[src/rtl/cbm_pkg.sv]
package cbm_pkg;

  localparam int PRG_BANKS_MAX_DEF = 256;
  localparam int CHR_BANKS_MAX_DEF = 2048;

  localparam int RAM_BYTES  = 8192;
  localparam int RAM_AW     = $clog2(RAM_BYTES);
  localparam int DIVIDEND_W = 15;
  localparam int DIVISOR_W  = 12;
  localparam int DIV_STEPS  = DIVIDEND_W;
  localparam int STEP_W     = $clog2(DIV_STEPS);
  localparam int CFG_DATA_W = 12;
  localparam int TARGET_W   = 21;

  localparam logic [15:0] ADDR_SRAM_LO = 16'h6000;
  localparam logic [15:0] ADDR_SRAM_HI = 16'h7FFF;
  localparam logic [15:0] ADDR_PRG_LO  = 16'h8000;
  localparam logic [15:0] ADDR_PAT_HI  = 16'h1FFF;
  localparam logic [10:0] NT_HIGH_PAGE = 11'h400;

  typedef logic [3:0] op_t;
  localparam op_t OP_CPU_READ     = 4'd0;
  localparam op_t OP_CPU_WRITE    = 4'd1;
  localparam op_t OP_PAT_READ     = 4'd2;
  localparam op_t OP_PAT_WRITE    = 4'd3;
  localparam op_t OP_NT_MAP       = 4'd4;
  localparam op_t OP_PRG_8K       = 4'd5;
  localparam op_t OP_PRG_16K      = 4'd6;
  localparam op_t OP_PRG_32K      = 4'd7;
  localparam op_t OP_CHR_1K       = 4'd8;
  localparam op_t OP_CHR_2K       = 4'd9;
  localparam op_t OP_CHR_4K       = 4'd10;
  localparam op_t OP_CHR_8K       = 4'd11;
  localparam op_t OP_DEFAULT_BANK = 4'd12;

  typedef logic [2:0] mirror_t;
  localparam mirror_t MIR_HORIZONTAL = 3'd0;
  localparam mirror_t MIR_VERTICAL   = 3'd1;
  localparam mirror_t MIR_ONE_LOW    = 3'd3;
  localparam mirror_t MIR_ONE_HIGH   = 3'd4;

  typedef logic [2:0] cfg_idx_t;
  localparam cfg_idx_t CFG_PRG_COUNT = 3'd0;
  localparam cfg_idx_t CFG_CHR_COUNT = 3'd1;
  localparam cfg_idx_t CFG_CHR_RAM   = 3'd2;
  localparam cfg_idx_t CFG_SRAM      = 3'd3;
  localparam cfg_idx_t CFG_MIRROR    = 3'd4;

  typedef struct packed {
    logic [3:0]  operation;
    logic [15:0] address;
    logic [7:0]  write_data;
    logic [2:0]  slot;
    logic [11:0] bank;
  } item_t;

  typedef struct packed {
    logic [7:0]          read_data;
    logic [TARGET_W-1:0] target_address;
    logic                rom_fetch;
    logic                accepted;
  } result_t;

  typedef enum logic [2:0] {
    ST_CLEAR,
    ST_IDLE,
    ST_EXEC,
    ST_SETUP,
    ST_DIV,
    ST_FILL,
    ST_RESP
  } state_t;

  typedef struct packed {
    logic clear_step;
    logic load;
    logic mem_access;
    logic div_start;
    logic div_step;
    logic fill_step;
    logic next_run;
  } cmd_t;

  typedef struct packed {
    logic clear_last;
    logic bank_op;
    logic div_last;
    logic fill_last;
    logic last_run;
  } status_t;

endpackage

[src/rtl/cbm_ctrl.sv]
module cbm_ctrl (
  input  logic             clk,
  input  logic             rst,
  input  logic             start,
  input  cbm_pkg::status_t status,
  output cbm_pkg::cmd_t    cmd,
  output logic             busy,
  output logic             done
);
  import cbm_pkg::*;

  state_t state, state_next;

  always_ff @(posedge clk) begin
    if (rst) begin
      state <= ST_CLEAR;
    end else begin
      state <= state_next;
    end
  end

  always_comb begin
    state_next = state;
    cmd        = '0;
    busy       = 1'b1;
    done       = 1'b0;
    unique case (state)
      ST_CLEAR: begin
        cmd.clear_step = 1'b1;
        if (status.clear_last) begin
          state_next = ST_IDLE;
        end
      end
      ST_IDLE: begin
        busy = 1'b0;
        if (start) begin
          cmd.load   = 1'b1;
          state_next = ST_EXEC;
        end
      end
      ST_EXEC: begin
        cmd.mem_access = 1'b1;
        state_next     = status.bank_op ? ST_SETUP : ST_RESP;
      end
      ST_SETUP: begin
        cmd.div_start = 1'b1;
        state_next    = ST_DIV;
      end
      ST_DIV: begin
        cmd.div_step = 1'b1;
        if (status.div_last) begin
          state_next = ST_FILL;
        end
      end
      ST_FILL: begin
        cmd.fill_step = 1'b1;
        if (status.fill_last) begin
          if (status.last_run) begin
            state_next = ST_RESP;
          end else begin
            cmd.next_run = 1'b1;
            state_next   = ST_SETUP;
          end
        end
      end
      ST_RESP: begin
        busy = 1'b0;
        done = 1'b1;
        if (start) begin
          cmd.load   = 1'b1;
          state_next = ST_EXEC;
        end else begin
          state_next = ST_IDLE;
        end
      end
      default: begin
        state_next = ST_CLEAR;
      end
    endcase
  end

endmodule

[config.mk]
export PLATFORM = sky130hd
export DESIGN_NAME = cbm_ctrl
export DESIGN_NICKNAME = d
export VERILOG_FILES = /design/src/rtl/cbm_pkg.sv /design/src/rtl/cbm_ctrl.sv
export SDC_FILE = /design/constraint.sdc
export NUM_CORES = 1
export LEC_CHECK = 0
export BUFFER_PORTS_ARGS = -buffer_cell sky130_fd_sc_hd__clkbuf_2
export CORE_AREA = 5 5 42 44
export CTS_CLUSTER_DIAMETER = 150
export DETAILED_ROUTE_END_ITERATION = 7
export DIE_AREA = 0 0 47 49
export PLACE_DENSITY_LB_ADDON = 0.08
export SKIP_LAST_GASP = 1
export SYNTH_ARGS = -nofsm -noshare
export SYNTH_HDL_FRONTEND = slang
export SYNTH_SLANG_ARGS = --single-unit
[constraint.sdc]
create_clock -name clk -period 1.2 [get_ports clk]
set_input_delay 0.06 -clock clk [delete_from_list [all_inputs] [get_ports clk]]
set_output_delay 0.06 -clock clk [all_outputs]
set_load 0.05 [all_outputs]
# After elaboration in Yosys (flattened, before gate mapping)
# Cells that the tools add are included.
# totals
regBits	3
output_inout_bits	9
elab_cells	33
# classes
eq_ne	10
mux	19
n_reduce_logical	3
# op_table
op	count
$pmux 3 s7	1
$mux 3	6
$mux 1	10
$eq 3x3->1 const B	3
$ne 2x2->1 const B	4
$eq 3x2->1 const B	2
$mux 2	2
$reduce_and 4->1	1
$eq 3x1->1 const B	1
$logic_not 3->1	1
$reduce_or 2->1	1

# Logic depth before layout (Yosys ltp)
# Gate-level depths: netlist (run 1).
# logic_depth
ltp_word	3
ltp_mapped	5
depth_no_buf	4

# Least setup slack after synthesis (run 1)
# OpenSTA, ideal clock, no wires.
# synth_timing
path_kind	flip-flop to output port
start	register state[1]
end	output cmd[0] in the netlist's numbering
arrival_time_ns	2.287
n_path_buf	1
path_stages_with_launch	4
path_slack_ns	-1.147
path_cell_list	dfxtp_1 > buf_2 > nand2b_1 > nor4b_1
# synth_rtl
element	line	text
from (decl)	cbm_ctrl.sv:12	state_t state, state_next;
from (signal assigned)	cbm_ctrl.sv:18	state <= state_next;
to (decl)	cbm_ctrl.sv:6	output cbm_pkg::cmd_t cmd,

==> results of run 1 <==
[layout make-up]
| class | instances | area (sq um) | share of cell area |
|---|---|---|---|
| flip-flops and latches | 3 | 71.3 | 0.0944 |
| repair buffers | 31 | 313 | 0.414 |
| inverters | 1 | 6.26 | 0.00828 |
| clock buffers | 4 | 26.3 | 0.0348 |
| multi-input cells | 35 | 319 | 0.422 |
| well taps | 16 | 20.0 | 0.0265 |
[tightest hold or removal path, stage by stage]
cell,delay (ns)
clkbuf_2,0.11
nand2b_1,0.14
nand3_1,0.08
a21oi_1,0.06
[cells in the mapped netlist]
library cell  n
nor2_1        7
and3_1        2
buf_2         2
inv_1         1
nor2b_1       4
and2_0        1
nand3_1       1
nand2b_1      5
mux2i_1       3
a22oi_2       1
a21oi_1       5
dfxtp_1       3
o21ai_1       1
nor4b_1       1
nor3_1        1
buf_6         1
nand2_1       1
o22ai_1       2
[layer usage]
layer  up-vias  GRT usage  share of wire
met5         -          0              0
met4         0     0.0691              0
met3         0     0.0221          0.026
met2         7      0.149           0.57
met1       191      0.120           0.40
li1        211          -              -
[worst max path at each step]
stage          startpoint        to  slack (ns)
2_1_floorplan    state[1]    cmd[1]       -0.16
3_3_place_gp     state[2]  state[2]       -0.05
3_5_place_dp     state[2]  state[2]       -0.06
4_1_cts          state[1]    cmd[0]       -0.09
5_1_grt          state[0]      busy       -0.14
6_report         state[1]    cmd[0]       -0.08
[cells by family (layout without fill, tap and decap cells)]
kind of cell / count (synthesis) / after routing / share of synthesized area
DFF: 3 / 3 / 0.204
AOI/OAI and AO/OA: 9 / 9 / 0.187
and+or+nand+nor: 23 / 23 / 0.421
buffers and inverters: 4 / 36 / 0.0851
muxes: 3 / 3 / 0.102
[power by group through the flow]
stage / clock [mW] / combinational, mW / sequential [mW]
finish: 0.174 / 0.532 / 0.138
global route: 0.197 / 0.564 / 0.141
CTS: 0.188 / 0.448 / 0.139
detailed placement: 0 / 0.390 / 0.134
global placement: 0 / 0.393 / 0.134
floorplan: 0 / 0.264 / 0.121
[what timing repair did]
action / CTS / global route
gates cloned: 0 / 0
pin swaps: 1 / 3
gates resized for setup: 25 / 20
endpoints found under the hold margin: 0 / 2
setup buffers: 2 / 2
setup endpoints to repair: 11 / 10
hold buffers: 0 / 1
==> impl_metrics.ini, run 1 <==
[placement]
pre_cts_slack_ns = -0.0553
dpl.cell_count = 81
hpwl_um = 766
place_area_sq_um = 512
io_buffers = 16
place.gp.congestion = 0.769

[die]
dieArea_sq_um = 2300
initial_core_util = 0.210
rows = 14
die_h_um = 49
core_sq_um = 1400
pin_count = 17
die_w_um = 47

[clock_network]
cts_tree = built
clkSinkCount = 3
clk_latency_ns = 0.23
clock_path_buffers = 2
cts_made_buffers = 3
clk_pin_slew_ns = 0.04
cts_root_buffer = clkbuf_4
htreeDepth = 1

[cells_and_area]
drive_gt1_frac = 0.703
fin_util = 0.539
finalInstanceArea_sq_um = 756
diodes = 0
largest_reg_flops = 3
syn_to_final_growth_pct = 157
n_fill_cell = 142
final_common_cell = buf_4
top_register = state
final_nets = 83
layout_common_cells = 8 x buf_4, 7 x clkbuf_2, 6 x buf_8, 5 x buf_6
top_regs = state x3
instances_no_fill = 90

[sta]
setup_violations = 5
whs_ns = 0.267
clock_skew_ns = 0.00206
hold_viol_final = 0
period_minus_slack_ns = 1.28
max_slew.worst_pin.slew_ns = 0.238
max_freq_ghz = 0.783
slew_headroom = 0.837
fin_ws_ns = -0.0769
fin_crit_sh = 1.06
drv_slew = 0
rsz0062_at_grt = true
tns_ns = -0.174

[run]
cap_violations = 0

[critical_path]
rr_startpoint = state[2]
cpLargestDelayFamily = simple AND/OR/NAND/NOR gates
crit_path_end_kind = output port
reg2reg_setup_slack_ns = 0.03
worstPathRequired_ns = 1.14
cp-start-kind = flip-flop
reg2reg_depth = 5
cp.depth = 3
cp_cell_sequence = nand2b_4 > nor4b_4 > clkbuf_8
slowest_delay_ns = 0.35
critPathSlowestCell = dfxtp_4
crit_type = flip-flop to output port
cp.arrival_ns = 1.22
critPathBufInv = 1
r2r-end = state[2]
crit_fanout = 4

[global_routing]
grt_pass1_wl_um = 1640
antenna_found_initial = 0
grt_usage = 0.0999
grt_max_degree = 8
grt_pass1_vias = 389
grt_overflow = 0

[power_and_ir_drop]
seqPwrFrac = 0.163
max-vdd-ir-drop_mv = 0.632
swShare = 0.403
netSwitchingPower_uw = 340
power.total_uw = 844
p_comb_frac = 0.630
internal-power_uw = 503
cellLeakagePower_nw = 0.319
clockPowerShare = 0.206
power_density_nw_per_um2 = 1120

[synth]
synth.top_cells.by_area = dfxtp_1 20%, nand2b_1 11%, mux2i_1 10%
syn_nets = 50
syn_avg_cell_area_sq_um = 7.00
synth_top_cell_by_area = dfxtp_1
yosysWarnings = 0
seq_area_frac_synth = 0.204
synth_top_cell_area_share = 0.204
netlist_instances = 42
netlist_area_sq_um = 294
ys_ff_latch = 3
synthDistinctLibCells = 18

[outcome]
violations = setup timing
status = complete, but fails checks

[min_path]
min_path_type = input pin to flip-flop
holdPathEnd = state[1]
holdPathStages = 4
holdCritStartpoint = start

[drt]
vias = 409
ant_nets = 0
drt_iter0_markers = 3
drtPass1Iterations = 3
routed_wl_um = 1060
drc_errors = 0
avgViaCountPerCell = 4.54
drt-wirelength-per-cell_um = 11.8
Power figures use the tool's default switching activity.
==> run 2: changes to the inputs <==
Settings changed: BUFFER_PORTS_ARGS -buffer_cell sky130_fd_sc_hd__clkbuf_2 to -buffer_cell sky130_fd_sc_hd__buf_2.
==> impl_metrics.ini, run 2 (synthesis gave the netlist of run 1 again) <==
[drt]
vias = 386
drt_iter0_markers = 3
drc_errors = 0
drtPass1Iterations = 4
drt-wirelength-per-cell_um = 11.7
avgViaCountPerCell = 4.44
ant_nets = 0
routed_wl_um = 1020

[power_and_ir_drop]
clockPowerShare = 0.240
swShare = 0.425
cellLeakagePower_nw = 0.280
seqPwrFrac = 0.187
max-vdd-ir-drop_mv = 0.398
power.total_uw = 760
p_comb_frac = 0.573
power_density_nw_per_um2 = 1170
netSwitchingPower_uw = 323
internal-power_uw = 437

[critical_path]
cp.depth = 3
worstPathRequired_ns = 1.14
endpoint = cmd[0]
cp.arrival_ns = 1.19
reg2reg_depth = 5
crit_type = flip-flop to output port
critPathBufInv = 1
crit_fanout = 8
cp_cell_sequence = nand2b_4 > nor4b_4 > buf_6
rr_startpoint = state[2]
reg2reg_setup_slack_ns = 0.02
cpLargestDelayFamily = simple AND/OR/NAND/NOR gates
r2r-end = state[2]
crit_path_end_kind = output port
worstSetupStartpoint = state[1]
cp-start-kind = flip-flop
slowest_delay_ns = 0.37
critPathSlowestCell = dfxtp_4

[cells_and_area]
drive_gt1_frac = 0.648
largest_reg_flops = 3
final_common_cell = buf_4
instances_no_fill = 87
final_nets = 80
multi_input_area_sq_um = 290
layout_common_cells = 10 x buf_4, 8 x buf_6, 7 x buf_2
n_fill_cell = 153
top_regs = state x3
regArea_sq_um = 71.3
syn_to_final_growth_pct = 120
top_register = state
finalInstanceArea_sq_um = 647
diodes = 0

[die]
core_sq_um = 1400
rows = 14
dieArea_sq_um = 2300
initial_core_util = 0.210
die_w_um = 47
die_h_um = 49
pin_count = 17

[clock_network]
htreeDepth = 1
cts_made_buffers = 3
clock_path_buffers = 2
clk_latency_ns = 0.24
cts_root_buffer = clkbuf_4
clkSinkCount = 3
clk_pin_slew_ns = 0.04
cts_tree = built

[global_routing]
grt_max_degree = 9
antenna_found_initial = 0
grt_overflow = 0
grt_pass1_vias = 383
grt_pass1_wl_um = 1660
grt_usage = 0.106

[placement]
place_area_sq_um = 489
dpl.cell_count = 80
place.gp.congestion = 0.730
io_buffers = 16
hpwl_um = 733

[min_path]
min_path_type = input pin to flip-flop
holdPathStages = 4

[outcome]
status = complete, but fails checks
violations = setup timing

[sta]
tns_ns = -0.144
setup_violations = 5
max_freq_ghz = 0.803
slew_headroom = 0.825
clock_skew_ns = 0.00705
period_minus_slack_ns = 1.25
drv_slew = 0
fin_ws_ns = -0.0456
hold_viol_final = 0
whs_ns = 0.243
fin_crit_sh = 1.04
rsz0062_at_grt = true
max_slew.worst_pin.slew_ns = 0.256

[run]
cap_violations = 0
run 2: cell types whose count changed in the layout (fill, tap and decap cells not counted):
cell,change
buf_12,-2
buf_2,+7
a21oi_1,+1
clkbuf_8,-1
nand2b_1,+2
a21oi_2,-1
buf_4,+2
nor2_2,+2
buf_6,+3
nor2_4,-2
nand2b_4,-2
clkbuf_2,-7
buf_8,-5
run 2: cell type report:
class                   instances  area share
multi-input cells              35       0.449
repair buffers                 28       0.360
clock buffers                   4      0.0406
inverters                       1     0.00967
flip-flops and latches          3       0.110
well taps                      16      0.0309
run 2: how the worst min path moves through the flow:
stage | start | endpoint | slack [ns]
CTS | start | state[1] | 0.24
detailed placement | rst | state[0] | 0.26
floorplan | rst | state[0] | 0.13
global placement | rst | state[1] | 0.26
finish | start | state[1] | 0.24
global route | start | state[1] | 0.27
run 2: worst reg2reg max path, cell delays in order, from the launching register on:
cell     delay, ns
dfxtp_4       0.37
buf_4         0.15
mux2i_2       0.15
a22oi_2       0.14
mux2i_1       0.22
nor2_1        0.05
run 2: timing repair:
| action | CTS | global route |
|---|---|---|
| hold buffers | 1 | 0 |
| endpoints found under the hold margin | 3 | 0 |
| endpoints found under the setup margin | 12 | 11 |
| pin swaps | 1 | 1 |
| setup buffers | 2 | 0 |
| gates resized for setup | 30 | 4 |
run 2: power groups by stage:
stage	combinational, mW	clock (mW)	sequential (mW)
after detailed placement	0.350	0	0.138
after global routing	0.465	0.202	0.145
after global placement	0.352	0	0.138
after CTS	0.431	0.193	0.142
after floorplan	0.264	0	0.121
final	0.435	0.183	0.142
run 2: per-stage QoR:
stage | util | setup slack, ns
2_1_floorplan | - | -0.161
3_3_place_gp | 0.349 | -0.0705
3_5_place_dp | 0.349 | -0.0958
4_1_cts | 0.452 | -0.0589
5_1_grt | 0.462 | -0.0781
6_report | 0.462 | -0.0456
run 2: layer usage:
metal	vias to the layer above	track usage	part of all wire
met2	10	0.154	0.50
met3	5	0.0111	0.011
met1	170	0.122	0.44
li1	201	-	-
met4	0	0.111	0.050
met5	-	0	0
